<file path="src/design/crie_pkg.sv">
// crie_pkg: shared constants, request types and codes for the interval expander.
// Used by crie_frac_div, crie_cfg_regs and competing_risk_interval_expander.
package crie_pkg;

  localparam int MAX_BINS      = 7;
  localparam int TIME_BITS     = 32;
  localparam int FRACTION_BITS = 16;

  localparam int FRAC_W      = FRACTION_BITS + 1;
  localparam int REC_W       = 32;
  localparam int KIND_W      = 8;
  localparam int BIN_W       = 3;
  localparam int CFG_IDX_W   = 3;
  localparam int CFG_DATA_W  = TIME_BITS;
  localparam int EDGE_IDX_W  = (MAX_BINS > 1) ? $clog2(MAX_BINS) : 1;
  localparam int DIV_CNT_W   = $clog2(FRACTION_BITS + 1);
  localparam int EDGE_STEP   = 1000000;
  localparam int BINS_RESET  = 1;

  localparam logic [CFG_IDX_W-1:0] CFG_BINS_IN_USE = CFG_IDX_W'(0);

  localparam logic [KIND_W-1:0] KIND_CENSORED = KIND_W'(0);
  localparam logic [KIND_W-1:0] KIND_FILL     = KIND_W'(1);
  localparam logic [KIND_W-1:0] KIND_ACK      = KIND_W'(2);

  localparam logic [1:0] ERR_NONE  = 2'd0;
  localparam logic [1:0] ERR_KIND  = 2'd1;
  localparam logic [1:0] ERR_EDGES = 2'd2;

  localparam logic [FRAC_W-1:0] FRAC_ONE = {1'b1, {FRACTION_BITS{1'b0}}};

  typedef struct packed {
    logic [TIME_BITS-1:0] duration;
    logic [KIND_W-1:0]    kind_code;
  } in_req_t;

  typedef struct packed {
    logic [REC_W-1:0]     record_number;
    logic [BIN_W-1:0]     bin_number;
    logic [TIME_BITS-1:0] interval_start;
    logic [TIME_BITS-1:0] interval_end;
    logic [FRAC_W-1:0]    bin_share;
    logic                 fill_event;
    logic                 ack_event;
    logic                 last_of_run;
    logic [1:0]           error_code;
  } out_req_t;

  typedef enum logic [4:0] {
    ST_IDLE  = 5'b00001,
    ST_CHECK = 5'b00010,
    ST_BIN   = 5'b00100,
    ST_DIV   = 5'b01000,
    ST_OUT   = 5'b10000
  } state_t;

endpackage

</file>
<file path="src/design/competing_risk_interval_expander.sv">
// competing_risk_interval_expander: top level, sequencer and output register.
// Depends on crie_pkg, crie_cfg_regs and crie_frac_div.
//
// Each request on in_ (duration, event kind) is split into one result per
// time bin on out_, up to the bin that holds the end of observation; the
// final result carries last_of_run. A bad edge table or kind gives a single
// error result. Both channels are valid/ready; cfg_ is a plain write port,
// written only while the block is idle, a rule on the user that the block has no check for.
// Steps: ST_IDLE takes the request, then ST_CHECK walks the edge table one
// edge per cycle. Each bin then passes ST_BIN (set-up), ST_DIV (the
// bit-serial divider, cut short when the bin is fully exposed) and ST_OUT
// (into the output register, where a stalled receiver holds it). Only the
// final bin can be partly exposed, so only it needs the full division.
// A new request is taken once the last result of the previous one sits in
// the output register, while it still waits for out_ready.
// A stalled receiver holds the output register and the sequencer waits.
// Reset (rst_n low, synchronous) restores the register defaults, empties
// the output register and clears the record counter.
module competing_risk_interval_expander (
  input  logic                            clk,
  input  logic                            rst_n,
  input  logic                            in_valid,
  output logic                            in_ready,
  input  crie_pkg::in_req_t               in_data,
  output logic                            out_valid,
  input  logic                            out_ready,
  output crie_pkg::out_req_t              out_data,
  input  logic                            cfg_we,
  input  logic [crie_pkg::CFG_IDX_W-1:0]  cfg_index,
  input  logic [crie_pkg::CFG_DATA_W-1:0] cfg_wdata
);

  crie_pkg::state_t state_r, state_nxt;
  logic [crie_pkg::BIN_W-1:0]     idx_r, idx_nxt;
  logic [crie_pkg::TIME_BITS-1:0] prev_r, prev_nxt;
  logic [crie_pkg::TIME_BITS-1:0] obs_r, obs_nxt;
  logic [crie_pkg::TIME_BITS-1:0] dur_r, dur_nxt;
  logic [crie_pkg::KIND_W-1:0]    kind_r, kind_nxt;
  logic                           evt_r, evt_nxt;
  logic [crie_pkg::REC_W-1:0]     rec_cnt_r, rec_cnt_nxt;
  logic [crie_pkg::REC_W-1:0]     rec_r, rec_nxt;
  crie_pkg::out_req_t             res_r, res_nxt;
  crie_pkg::out_req_t             out_r, out_nxt;
  logic                           out_valid_r, out_valid_nxt;

  logic [crie_pkg::TIME_BITS-1:0] edge_rd;
  logic [crie_pkg::BIN_W-1:0]     bins_used;
  logic [crie_pkg::BIN_W-1:0]     last_idx;
  logic [crie_pkg::TIME_BITS-1:0] top;
  logic [crie_pkg::TIME_BITS-1:0] exposed;
  logic [crie_pkg::TIME_BITS-1:0] span;
  logic                           is_evt;
  logic                           is_last;
  logic                           div_start;
  logic                           div_done;
  logic [crie_pkg::FRAC_W-1:0]    div_q;
  logic                           in_acc;

  crie_cfg_regs u_cfg (
    .clk       (clk),
    .rst_n     (rst_n),
    .cfg_we    (cfg_we),
    .cfg_index (cfg_index),
    .cfg_wdata (cfg_wdata),
    .rd_idx    (idx_r[crie_pkg::EDGE_IDX_W-1:0]),
    .rd_edge   (edge_rd),
    .bins_used (bins_used)
  );

  crie_frac_div u_div (
    .clk   (clk),
    .rst_n (rst_n),
    .start (div_start),
    .num   (exposed),
    .den   (span),
    .done  (div_done),
    .quot  (div_q)
  );

  assign in_ready  = (state_r == crie_pkg::ST_IDLE);
  assign in_acc    = in_valid && in_ready;
  assign last_idx  = bins_used - 1'b1;
  assign top       = (obs_r < edge_rd) ? obs_r : edge_rd;
  assign exposed   = (top > prev_r) ? (top - prev_r) : '0;
  assign span      = edge_rd - prev_r;
  assign is_evt    = evt_r && (dur_r <= edge_rd);
  assign is_last   = is_evt || (obs_r <= edge_rd);

  always_comb begin
    state_nxt     = state_r;
    idx_nxt       = idx_r;
    prev_nxt      = prev_r;
    obs_nxt       = obs_r;
    dur_nxt       = dur_r;
    kind_nxt      = kind_r;
    evt_nxt       = evt_r;
    rec_cnt_nxt   = rec_cnt_r;
    rec_nxt       = rec_r;
    res_nxt       = res_r;
    out_nxt       = out_r;
    out_valid_nxt = out_valid_r && !out_ready;
    div_start     = 1'b0;

    case (state_r)
      crie_pkg::ST_IDLE: begin
        if (in_acc) begin
          dur_nxt     = in_data.duration;
          kind_nxt    = in_data.kind_code;
          rec_nxt     = rec_cnt_r;
          rec_cnt_nxt = rec_cnt_r + 1'b1;
          idx_nxt     = '0;
          prev_nxt    = '0;
          if (bins_used == '0) begin
            res_nxt               = '0;
            res_nxt.record_number = rec_cnt_r;
            res_nxt.last_of_run   = 1'b1;
            res_nxt.error_code    = crie_pkg::ERR_EDGES;
            state_nxt             = crie_pkg::ST_OUT;
          end else begin
            state_nxt = crie_pkg::ST_CHECK;
          end
        end
      end
      crie_pkg::ST_CHECK: begin
        if (!(edge_rd > prev_r)) begin
          res_nxt               = '0;
          res_nxt.record_number = rec_r;
          res_nxt.last_of_run   = 1'b1;
          res_nxt.error_code    = crie_pkg::ERR_EDGES;
          state_nxt             = crie_pkg::ST_OUT;
        end else if (idx_r == last_idx) begin
          if (kind_r > crie_pkg::KIND_ACK) begin
            res_nxt               = '0;
            res_nxt.record_number = rec_r;
            res_nxt.last_of_run   = 1'b1;
            res_nxt.error_code    = crie_pkg::ERR_KIND;
            state_nxt             = crie_pkg::ST_OUT;
          end else begin
            obs_nxt   = (dur_r < edge_rd) ? dur_r : edge_rd;
            evt_nxt   = (kind_r != crie_pkg::KIND_CENSORED) && (dur_r <= edge_rd);
            idx_nxt   = '0;
            prev_nxt  = '0;
            state_nxt = crie_pkg::ST_BIN;
          end
        end else begin
          prev_nxt = edge_rd;
          idx_nxt  = idx_r + 1'b1;
        end
      end
      crie_pkg::ST_BIN: begin
        if (exposed == '0 && !is_evt) begin
          state_nxt = crie_pkg::ST_IDLE;
        end else begin
          res_nxt.record_number  = rec_r;
          res_nxt.bin_number     = idx_r;
          res_nxt.interval_start = prev_r;
          res_nxt.interval_end   = edge_rd;
          res_nxt.bin_share      = '0;
          res_nxt.fill_event     = is_evt && (kind_r == crie_pkg::KIND_FILL);
          res_nxt.ack_event      = is_evt && (kind_r == crie_pkg::KIND_ACK);
          res_nxt.last_of_run    = is_last;
          res_nxt.error_code     = crie_pkg::ERR_NONE;
          div_start              = 1'b1;
          state_nxt              = crie_pkg::ST_DIV;
        end
      end
      crie_pkg::ST_DIV: begin
        if (div_done) begin
          res_nxt.bin_share = div_q;
          state_nxt         = crie_pkg::ST_OUT;
        end
      end
      crie_pkg::ST_OUT: begin
        if (!out_valid_r || out_ready) begin
          out_nxt       = res_r;
          out_valid_nxt = 1'b1;
          if (res_r.last_of_run) begin
            state_nxt = crie_pkg::ST_IDLE;
          end else begin
            prev_nxt  = res_r.interval_end;
            idx_nxt   = idx_r + 1'b1;
            state_nxt = crie_pkg::ST_BIN;
          end
        end
      end
      default: begin
        state_nxt = crie_pkg::ST_IDLE;
      end
    endcase
  end

  always_ff @(posedge clk) begin
    if (!rst_n) begin
      state_r     <= crie_pkg::ST_IDLE;
      out_valid_r <= 1'b0;
      rec_cnt_r   <= '0;
      idx_r       <= '0;
    end else begin
      state_r     <= state_nxt;
      out_valid_r <= out_valid_nxt;
      rec_cnt_r   <= rec_cnt_nxt;
      idx_r       <= idx_nxt;
    end
  end

  always_ff @(posedge clk) begin
    prev_r <= prev_nxt;
    obs_r  <= obs_nxt;
    dur_r  <= dur_nxt;
    kind_r <= kind_nxt;
    evt_r  <= evt_nxt;
    rec_r  <= rec_nxt;
    res_r  <= res_nxt;
    out_r  <= out_nxt;
  end

  assign out_valid = out_valid_r;
  assign out_data  = out_r;

  a_frac_range: assert property (@(posedge clk) disable iff (!rst_n)
    out_valid |-> (out_data.bin_share <= crie_pkg::FRAC_ONE))
    else $error("exposure fraction above one");

  a_event_last: assert property (@(posedge clk) disable iff (!rst_n)
    (out_valid && (out_data.fill_event || out_data.ack_event)) |->
      (out_data.last_of_run && !(out_data.fill_event && out_data.ack_event)))
    else $error("event flag off the final result");

  a_error_shape: assert property (@(posedge clk) disable iff (!rst_n)
    (out_valid && out_data.error_code != crie_pkg::ERR_NONE) |->
      (out_data.last_of_run && out_data.bin_share == '0 &&
       out_data.interval_end == '0))
    else $error("error result with bin fields set");

  a_div_in_state: assert property (@(posedge clk) disable iff (!rst_n)
    div_done |-> (state_r == crie_pkg::ST_DIV))
    else $error("divider finished outside its wait state");

endmodule

</file>
<file path="src/design/crie_frac_div.sv">
// crie_frac_div: bit-serial restoring divider, one quotient bit per cycle.
// Gives floor(num * 2^FRACTION_BITS / den), saturated at one. Uses crie_pkg.
module crie_frac_div (
  input  logic                           clk,
  input  logic                           rst_n,
  input  logic                           start,
  input  logic [crie_pkg::TIME_BITS-1:0] num,
  input  logic [crie_pkg::TIME_BITS-1:0] den,
  output logic                           done,
  output logic [crie_pkg::FRAC_W-1:0]    quot
);

  logic                           busy_r;
  logic                           done_r;
  logic [crie_pkg::DIV_CNT_W-1:0] cnt_r;
  logic [crie_pkg::TIME_BITS-1:0] rem_r;
  logic [crie_pkg::TIME_BITS-1:0] den_r;
  logic [crie_pkg::FRAC_W-1:0]    quot_r;
  logic [crie_pkg::TIME_BITS:0]   rem_sh;
  logic [crie_pkg::TIME_BITS:0]   rem_sub;
  logic                           take;

  assign rem_sh  = {rem_r, 1'b0};
  assign rem_sub = rem_sh - {1'b0, den_r};
  assign take    = rem_sh >= {1'b0, den_r};

  always_ff @(posedge clk) begin
    if (!rst_n) begin
      busy_r <= 1'b0;
      done_r <= 1'b0;
      cnt_r  <= '0;
    end else begin
      done_r <= 1'b0;
      if (start) begin
        if (num >= den) begin
          done_r <= 1'b1;
        end else begin
          busy_r <= 1'b1;
          cnt_r  <= crie_pkg::DIV_CNT_W'(crie_pkg::FRACTION_BITS);
        end
      end else if (busy_r) begin
        cnt_r <= cnt_r - 1'b1;
        if (cnt_r == crie_pkg::DIV_CNT_W'(1)) begin
          busy_r <= 1'b0;
          done_r <= 1'b1;
        end
      end
    end
  end

  always_ff @(posedge clk) begin
    if (start) begin
      den_r  <= den;
      rem_r  <= num;
      quot_r <= (num >= den) ? crie_pkg::FRAC_ONE : '0;
    end else if (busy_r) begin
      rem_r  <= take ? rem_sub[crie_pkg::TIME_BITS-1:0] : rem_sh[crie_pkg::TIME_BITS-1:0];
      quot_r <= {quot_r[crie_pkg::FRAC_W-2:0], take};
    end
  end

  assign done = done_r;
  assign quot = quot_r;

endmodule

</file>
<file path="src/design/crie_cfg_regs.sv">
// crie_cfg_regs: bin count and bin edge registers with one read port.
// Write-only configuration port; uses crie_pkg.
module crie_cfg_regs (
  input  logic                            clk,
  input  logic                            rst_n,
  input  logic                            cfg_we,
  input  logic [crie_pkg::CFG_IDX_W-1:0]  cfg_index,
  input  logic [crie_pkg::CFG_DATA_W-1:0] cfg_wdata,
  input  logic [crie_pkg::EDGE_IDX_W-1:0] rd_idx,
  output logic [crie_pkg::TIME_BITS-1:0]  rd_edge,
  output logic [crie_pkg::BIN_W-1:0]      bins_used
);

  logic [crie_pkg::BIN_W-1:0]     bins_r;
  logic [crie_pkg::TIME_BITS-1:0] edges_r [crie_pkg::MAX_BINS];
  logic [crie_pkg::CFG_IDX_W-1:0] edge_no;

  assign edge_no = cfg_index - 1'b1;

  always_ff @(posedge clk) begin
    if (!rst_n) begin
      bins_r <= crie_pkg::BIN_W'(crie_pkg::BINS_RESET);
      for (int i = 0; i < crie_pkg::MAX_BINS; i++) begin
        edges_r[i] <= crie_pkg::TIME_BITS'(crie_pkg::EDGE_STEP * (i + 1));
      end
    end else if (cfg_we) begin
      if (cfg_index == crie_pkg::CFG_BINS_IN_USE) begin
        bins_r <= cfg_wdata[crie_pkg::BIN_W-1:0];
      end else if (int'(edge_no) < crie_pkg::MAX_BINS) begin
        edges_r[edge_no[crie_pkg::EDGE_IDX_W-1:0]] <= cfg_wdata[crie_pkg::TIME_BITS-1:0];
      end
    end
  end

  assign rd_edge   = edges_r[rd_idx];
  assign bins_used = (int'(bins_r) > crie_pkg::MAX_BINS) ?
                     crie_pkg::BIN_W'(crie_pkg::MAX_BINS) : bins_r;

endmodule
</file>
<file path="config.mk">
export PLATFORM = sky130hd
export DESIGN_NAME = competing_risk_interval_expander
export DESIGN_NICKNAME = d
export VERILOG_FILES = /design/src/design/crie_pkg.sv /design/src/design/competing_risk_interval_expander.sv /design/src/design/crie_frac_div.sv /design/src/design/crie_cfg_regs.sv
export SDC_FILE = /design/constraint.sdc
export NUM_CORES = 1
export LEC_CHECK = 0
export BUFFER_PORTS_ARGS = -buffer_cell sky130_fd_sc_hd__buf_2
export CAP_MARGIN = 20
export CORE_UTILIZATION = 55
export CTS_CLUSTER_DIAMETER = 60
export DETAILED_ROUTE_END_ITERATION = 8
export PLACE_DENSITY = 0.85
export SETUP_SLACK_MARGIN = 0.1
export SLEW_MARGIN = 10
export SYNTH_ARGS = -nofsm -noshare
export SYNTH_HDL_FRONTEND = slang
export SYNTH_HIERARCHICAL = 1
export SYNTH_SLANG_ARGS = --single-unit
</file>
<file path="constraint.sdc">
create_clock -name clk -period 13.09 [get_ports clk]
set_clock_uncertainty 0.1 [all_clocks]
set_input_delay 2.618 -clock clk [delete_from_list [all_inputs] [get_ports clk]]
set_output_delay 2.618 -clock clk [all_outputs]
set_load 0.1 [all_outputs]
</file>
==> flow_summary_export.csv, run 1 <==
group,metric,value,unit
status,status,"finished clean",
synth,ys.flop_type,"edfxtp_1",
placed_design,dpl.hpwl,67.79,mm
clocking,cts.htree.levels,3,
clocking,cts.hold.buffers_added,0,
sta,holdWs,315.9,ps
grt,met1_usage,36.75,%
pwr,power_density,195.3,mW/mm²
drt,dr_total_vias,27006,
pwr,total_power,8480,µW
synth,synth_commonest_cells,"684 x edfxtp_1, 322 x nor2_1, 319 x nand2_1",
pwr,p_leak,0.01653,µW
sta,fmax,99.00,MHz
clocking,postCtsSetupBuffers,0,
critical_path,required,13460,ps
sta,setup_violations,0,
drt,drt_iter0_markers,3128,
floorplan,die_area,0.07131,mm²
grt,grt_use_met2,44.31,%
clocking,cts_tree,"yes",
synth,yosys.area.top_type,"edfxtp_1",
sta,finalSetupTns,0,ps
grt,gr-usage-met3,5.443,%
drt,drc,0,
synth,synth_area_leaders,"edfxtp_1 53%, ha_1 6.5%, dfxtp_1 4.3%",
grt,grt_usage,27.77,%
sta,rsz0062_at_grt,"false",
floorplan,ios,203,
final_layout,drive_above_1_share,17.64,%
floorplan,die_height,267.0,µm
floorplan,die-width,267.0,µm
synth,syn_inst,3202,
synth,synthDominantCellAreaShare,53.16,%
clocking,numCtsBuffers,81,
worst_hold_path,hold_class,"reg -> reg",
critical_path,cp-end-kind,"flip-flop",
critical_path,crit_slowest_cell,"dfxtp_4",
floorplan,rows,96,
critical_path,start_kind,"flip-flop",
placed_design,place.gp.congestion,0.9675,
grt,grt_max_degree,91,
final_layout,final_cells,4417,
synth,syn_area,0.03863,mm²
synth,async_flop_share,0,%
critical_path,worstSetupPathType,"reg -> reg",
drt,vias_per_cell,6.114,
final_layout,n_antenna_cell,0,
critical_path,crit_top_cell,"o21a_1",
final_layout,nets,3702,
grt,grt_pass1_vias,26236,
clocking,clk_path_buf_depth,3,
sta,slew-limit-headroom,26.01,%
floorplan,start_util,55.94,%
pwr,ir_drop,0.1342,mV
grt,overflow,0,
synth,ys_seq_area_share,57.46,%
drt,postRouteWirelength,99.29,mm
critical_path,crit_arrival,10480,ps
clocking,cts_root_buf,"clkbuf_16",
job,cap_violations,0,
synth,synth_edf_count,684,
synth,synth_area_per_cell,12.07,µm²
synth,yosysMostFrequentCell,"edfxtp_1",
critical_path,slowest_delay,820,ps
clocking,cts_sinks,767,
sta,tightestPinTransition,1106,ps
drt,wl_per_cell,22.48,µm
grt,grt_first_pass_wirelength,149.4,mm
sta,fin_crit,10100,ps
clocking,path_clk_slew,60,ps
sta,maxSlewViolCount,0,
critical_path,reg2reg_slack,2990,ps
clocking,insertion_delay,660,ps
synth,ys_types,95,
placed_design,port_buffers,202,
synth,ys_warn_count,6,
placed_design,dp.cells,4265,
synth,ys_ff_latch,767,
drt,final_antenna_net_count,0,
sta,min_period_over_period,77.17,%
critical_path,path_max_fanout,70,
grt,antenna_found_initial,1,
drt,firstDrtPassIters,8,
grt,grt_busiest_layer,"met2",
final_layout,syn_to_final_growth,12.38,%
clocking,cts_resized,0,
sta,hold_viol,0,
floorplan,core-area,0.06907,mm²
==> registers in the layout, summed over array words and instances, names as in the netlist, 3 cells and up <==
register	count
out_data	121
idx_r	3
rec_cnt_r	32
dur_r	32
obs_r	32
u_cfg/bins_used	3
u_div/rem_r	32
u_div/cnt_r	5
prev_r	32
state_r	5
u_div/den_r	32
res_r	121
rec_r	32
kind_r	8
u_div/quot	17
u_cfg/edges_r	256
==> area by class of cell <==
cell class                      instances  area (µm²)
Clock inverter                         55       603.1
Tap cell                              931        1165
Sequential cell                       767       22210
Timing Repair Buffer                  239        1304
Multi-Input combinational cell       2165       15360
Clock buffer                           95        2162
Fill cell                            5020       25650
Inverter                              165       619.3
==> final timing paths <==
kind / endpoint / cells past startpoint / from
setup reg to reg: u_div/rem_r[28]$_DFFE_PP_ / 29 / idx_r[0]$_SDFFE_PN0P_
setup / recovery: u_div/rem_r[28]$_DFFE_PP_ / 29 / idx_r[0]$_SDFFE_PN0P_
hold / removal: out_data[99]$_DFFE_PP_ / 0 / res_r[99]$_DFFE_PP_
hold reg to reg: out_data[99]$_DFFE_PP_ / 0 / res_r[99]$_DFFE_PP_
==> per-stage QoR <==
stage               setup WS, ps  area [µm²]  utilization (%)
finish                      2989       43420            62.87
global route                2303       43420            62.87
CTS                         2799       43390            62.83
detailed placement          2814       40630            58.82
global placement            2994       40630            58.82
floorplan                   2304       38760                -
==> layout by cell type, fill, tap and decap left out, types with 66 or more instances in the layout <==
cell type,Yosys,final
nor2b_1,67,67
dfxtp_1,83,81
edfxtp_1,684,684
clkbuf_16,0,83
ha_1,200,200
nor2_1,322,320
inv_1,163,162
mux2_2,98,98
nand2_1,319,314
a21oi_1,151,150
a21o_1,67,66
o21ai_0,134,133
buf_2,33,201
==> critical path: cells and delay by family, from the launching register on <==
kind                       cells  cell delay (ps)
muxes                          3             1290
buffers and inverters          5             2330
and+or+nand+nor                6             1710
AOI/OAI and AO/OA             13             2780
adders and majority gates      2              790
DFF                            1              820
==> per-layer routing <==
layer	vias to the layer above	routed length, µm	part of all wire [%]
met5	-	0	0
met4	0	4192	4.2
met3	247	9882	10
met2	1488	46600	47
met1	13059	38610	39
li1	12212	-	-
==> cell families after synthesis <==
family                     after synthesis  share of synthesized area, %
xor gates and xnor gates                99                         2.244
buffers and inverters                  301                         3.394
other                                    1                      0.009706
muxes                                  204                         7.675
adders and majority gates              203                         6.633
DFF                                    767                         57.46
and+or+nand+nor                       1064                         13.19
AOI/OAI and AO/OA                      563                         9.385
==> power by group <==
part | total, µW | internal, µW | switching (µW)
logic | 2760 | 911 | 1850
registers | 3380 | 3220 | 162
clock network | 2340 | 1350 | 993
No activity file was read; power rests on OpenSTA's default activity.
==> inputs of run 2 (changes only) <==
Settings changed: PLACE_DENSITY 0.85 to 0.82.
Clock period 13.09 ns to 10.41 ns, I/O delays scaled along.
==> flow_summary_export.csv, run 2 (same netlist as run 1, synthesis figures left out) <==
group,metric,value,unit
pwr,total_power,10520,µW
grt,overflow,0,
final_layout,final_cells,4420,
job,cap_violations,0,
clocking,cts_resized,0,
drt,wl_met3,9.349,mm
clocking,cts_root_buf,"clkbuf_16",
drt,vias_per_cell,6.048,
drt,postRouteWirelength,98.24,mm
final_layout,seq_area,0.02221,mm²
final_layout,syn_to_final_growth,11.99,%
grt,grt_max_degree,76,
worst_hold_path,hold_depth,0,
final_layout,final_common_cell,"edfxtp_1",
clocking,cts.htree.levels,3,
drt,top_layer_used,"met4",
worst_hold_path,min_to,"out_data[12]$_DFFE_PP_",
critical_path,crit_buf_inv,4,
final_layout,multi_input_area,0.01536,mm²
critical_path,crit_arrival,9380,ps
final_layout,final_cell_mix,"684 x edfxtp_1, 320 x nor2_1, 316 x nand2_1, 201 x buf_2, 200 x ha_1",
grt,grt_usage,27.48,%
clocking,insertion_delay,650,ps
clocking,cts.hold.buffers_added,0,
pwr,p_leak,0.01646,µW
sta,slew-limit-headroom,15.91,%
worst_hold_path,hold_class,"reg -> reg",
critical_path,required,10690,ps
critical_path,path_max_fanout,47,
drt,dr_total_vias,26733,
grt,grt_pass1_vias,25841,
drt,drc,0,
placed_design,dpl.hpwl,68.54,mm
pwr,ir_drop,0.1522,mV
floorplan,die_area,0.07131,mm²
critical_path,crit_slowest_cell,"dfxtp_4",
clocking,clk_path_buf_depth,3,
critical_path,reg2regPathDepth,34,
critical_path,worstSetupPathType,"reg -> reg",
placed_design,dp.cells,4271,
critical_path,slowest_delay,670,ps
final_layout,nets,3706,
floorplan,die-width,267.0,µm
sta,fin_crit,9094,ps
sta,fmax,110.0,MHz
final_layout,largest_register_ffs,256,
drt,wl_met2,45.89,mm
placed_design,place.gp.congestion,0.9797,
sta,min_period_over_period,87.36,%
grt,grt_first_pass_wirelength,148.6,mm
drt,firstDrtPassIters,6,
final_layout,drive_above_1_share,17.20,%
floorplan,ios,203,
clocking,path_clk_slew,60,ps
drt,wl_met1,39.14,mm
drt,wl_per_cell,22.23,µm
grt,antenna_found_initial,2,
final_layout,largestRegisters,"u_cfg/edges_r (256), out_data (121), res_r (121)",
final_layout,fill_cells,5171,
critical_path,critPathTopFamily,"compound AO/OA/AOI/OAI gates",
clocking,cts_tree,"yes",
floorplan,core-area,0.06907,mm²
floorplan,rows,96,
clocking,numCtsBuffers,81,
drt,final_antenna_net_count,0,
pwr,power_density,243.1,mW/mm²
worst_hold_path,hold_path_startpoint,"res_r[12]$_SDFFCE_PP0P_",
sta,finalSetupTns,0,ps
critical_path,reg2reg_slack,1320,ps
status,status,"finished clean",
sta,hold_viol,0,
sta,maxSlewViolCount,0,
critical_path,start_kind,"flip-flop",
sta,tightestPinTransition,1254,ps
clocking,postCtsSetupBuffers,0,
floorplan,start_util,55.94,%
critical_path,timing.rr.start,"idx_r[0]$_SDFFE_PN0P_",
floorplan,die_height,267.0,µm
sta,rsz0062_at_grt,"false",
final_layout,n_antenna_cell,0,
clocking,cts_sinks,767,
final_layout,largest_register,"u_cfg/edges_r",
placed_design,port_buffers,202,
critical_path,cp-end-kind,"flip-flop",
sta,setup_violations,0,
drt,drt_iter0_markers,2509,
critical_path,r2r-end,"u_div/quot[16]$_DFFE_PP_",
[run 2: report_power, final]
| group | total (µW) | internal [µW] | switching, µW |
|---|---|---|---|
| Clock | 2780 | 1590 | 1190 |
| Combinational | 3480 | 1150 | 2330 |
| Sequential | 4260 | 4050 | 209 |
[run 2: routing by layer]
layer	global-route usage [%]	vias up
met1	37.04	12913
met4	11.04	0
li1	-	12216
met2	44.02	1374
met3	5.093	230
met5	0	-
[run 2: worst register-to-register path: cells and delay by family (launching register included)]
family                   cells  cell delay (ps)
flip-flops                   1              670
AND/OR/NAND/NOR             10             2010
buffers and inverters        4             1130
multiplexers                 3             1280
adder cells (fa/ha/maj)      3             1100
AO/OA/AOI/OAI               14             2540
[run 2: through the flow]
stage / worst slack [ps] / cell area [µm²] / util [%] / hold WS (ps)
3_5_place_dp: 1386 / 40700 / 58.93 / 304.5
4_1_cts: 1354 / 43270 / 62.65 / 315.4
5_1_grt: 547.7 / 43270 / 62.65 / 322.2
3_3_place_gp: 1566 / 40700 / 58.93 / 301.6
2_1_floorplan: 1032 / 38770 / - / 300.3
6_report: 1316 / 43270 / 62.65 / 314.5
[run 2: how the worst max path moves through the flow]
stage                                     start                          end  slack [ps]  cells after the start
after floorplan           idx_r[0]$_SDFFE_PN0P_  u_div/cnt_r[0]$_SDFFE_PN0P_        1030                     32
after global placement    idx_r[0]$_SDFFE_PN0P_     u_div/quot[16]$_DFFE_PP_        1570                     34
after detailed placement  idx_r[0]$_SDFFE_PN0P_     u_div/quot[16]$_DFFE_PP_        1390                     34
after CTS                 idx_r[0]$_SDFFE_PN0P_     u_div/quot[16]$_DFFE_PP_        1350                     34
after global routing      idx_r[0]$_SDFFE_PN0P_     u_div/quot[16]$_DFFE_PP_         550                     34
final                     idx_r[0]$_SDFFE_PN0P_     u_div/quot[16]$_DFFE_PP_        1320                     34
[run 2: area by class of cell]
cell class | instances | area share (%)
repair buffers | 243 | 3.112
multi-input cells | 2165 | 35.50
clock inverters | 40 | 0.8213
clock buffers | 109 | 5.118
inverters | 165 | 1.431
flip-flops and latches | 767 | 51.32
well taps | 931 | 2.692
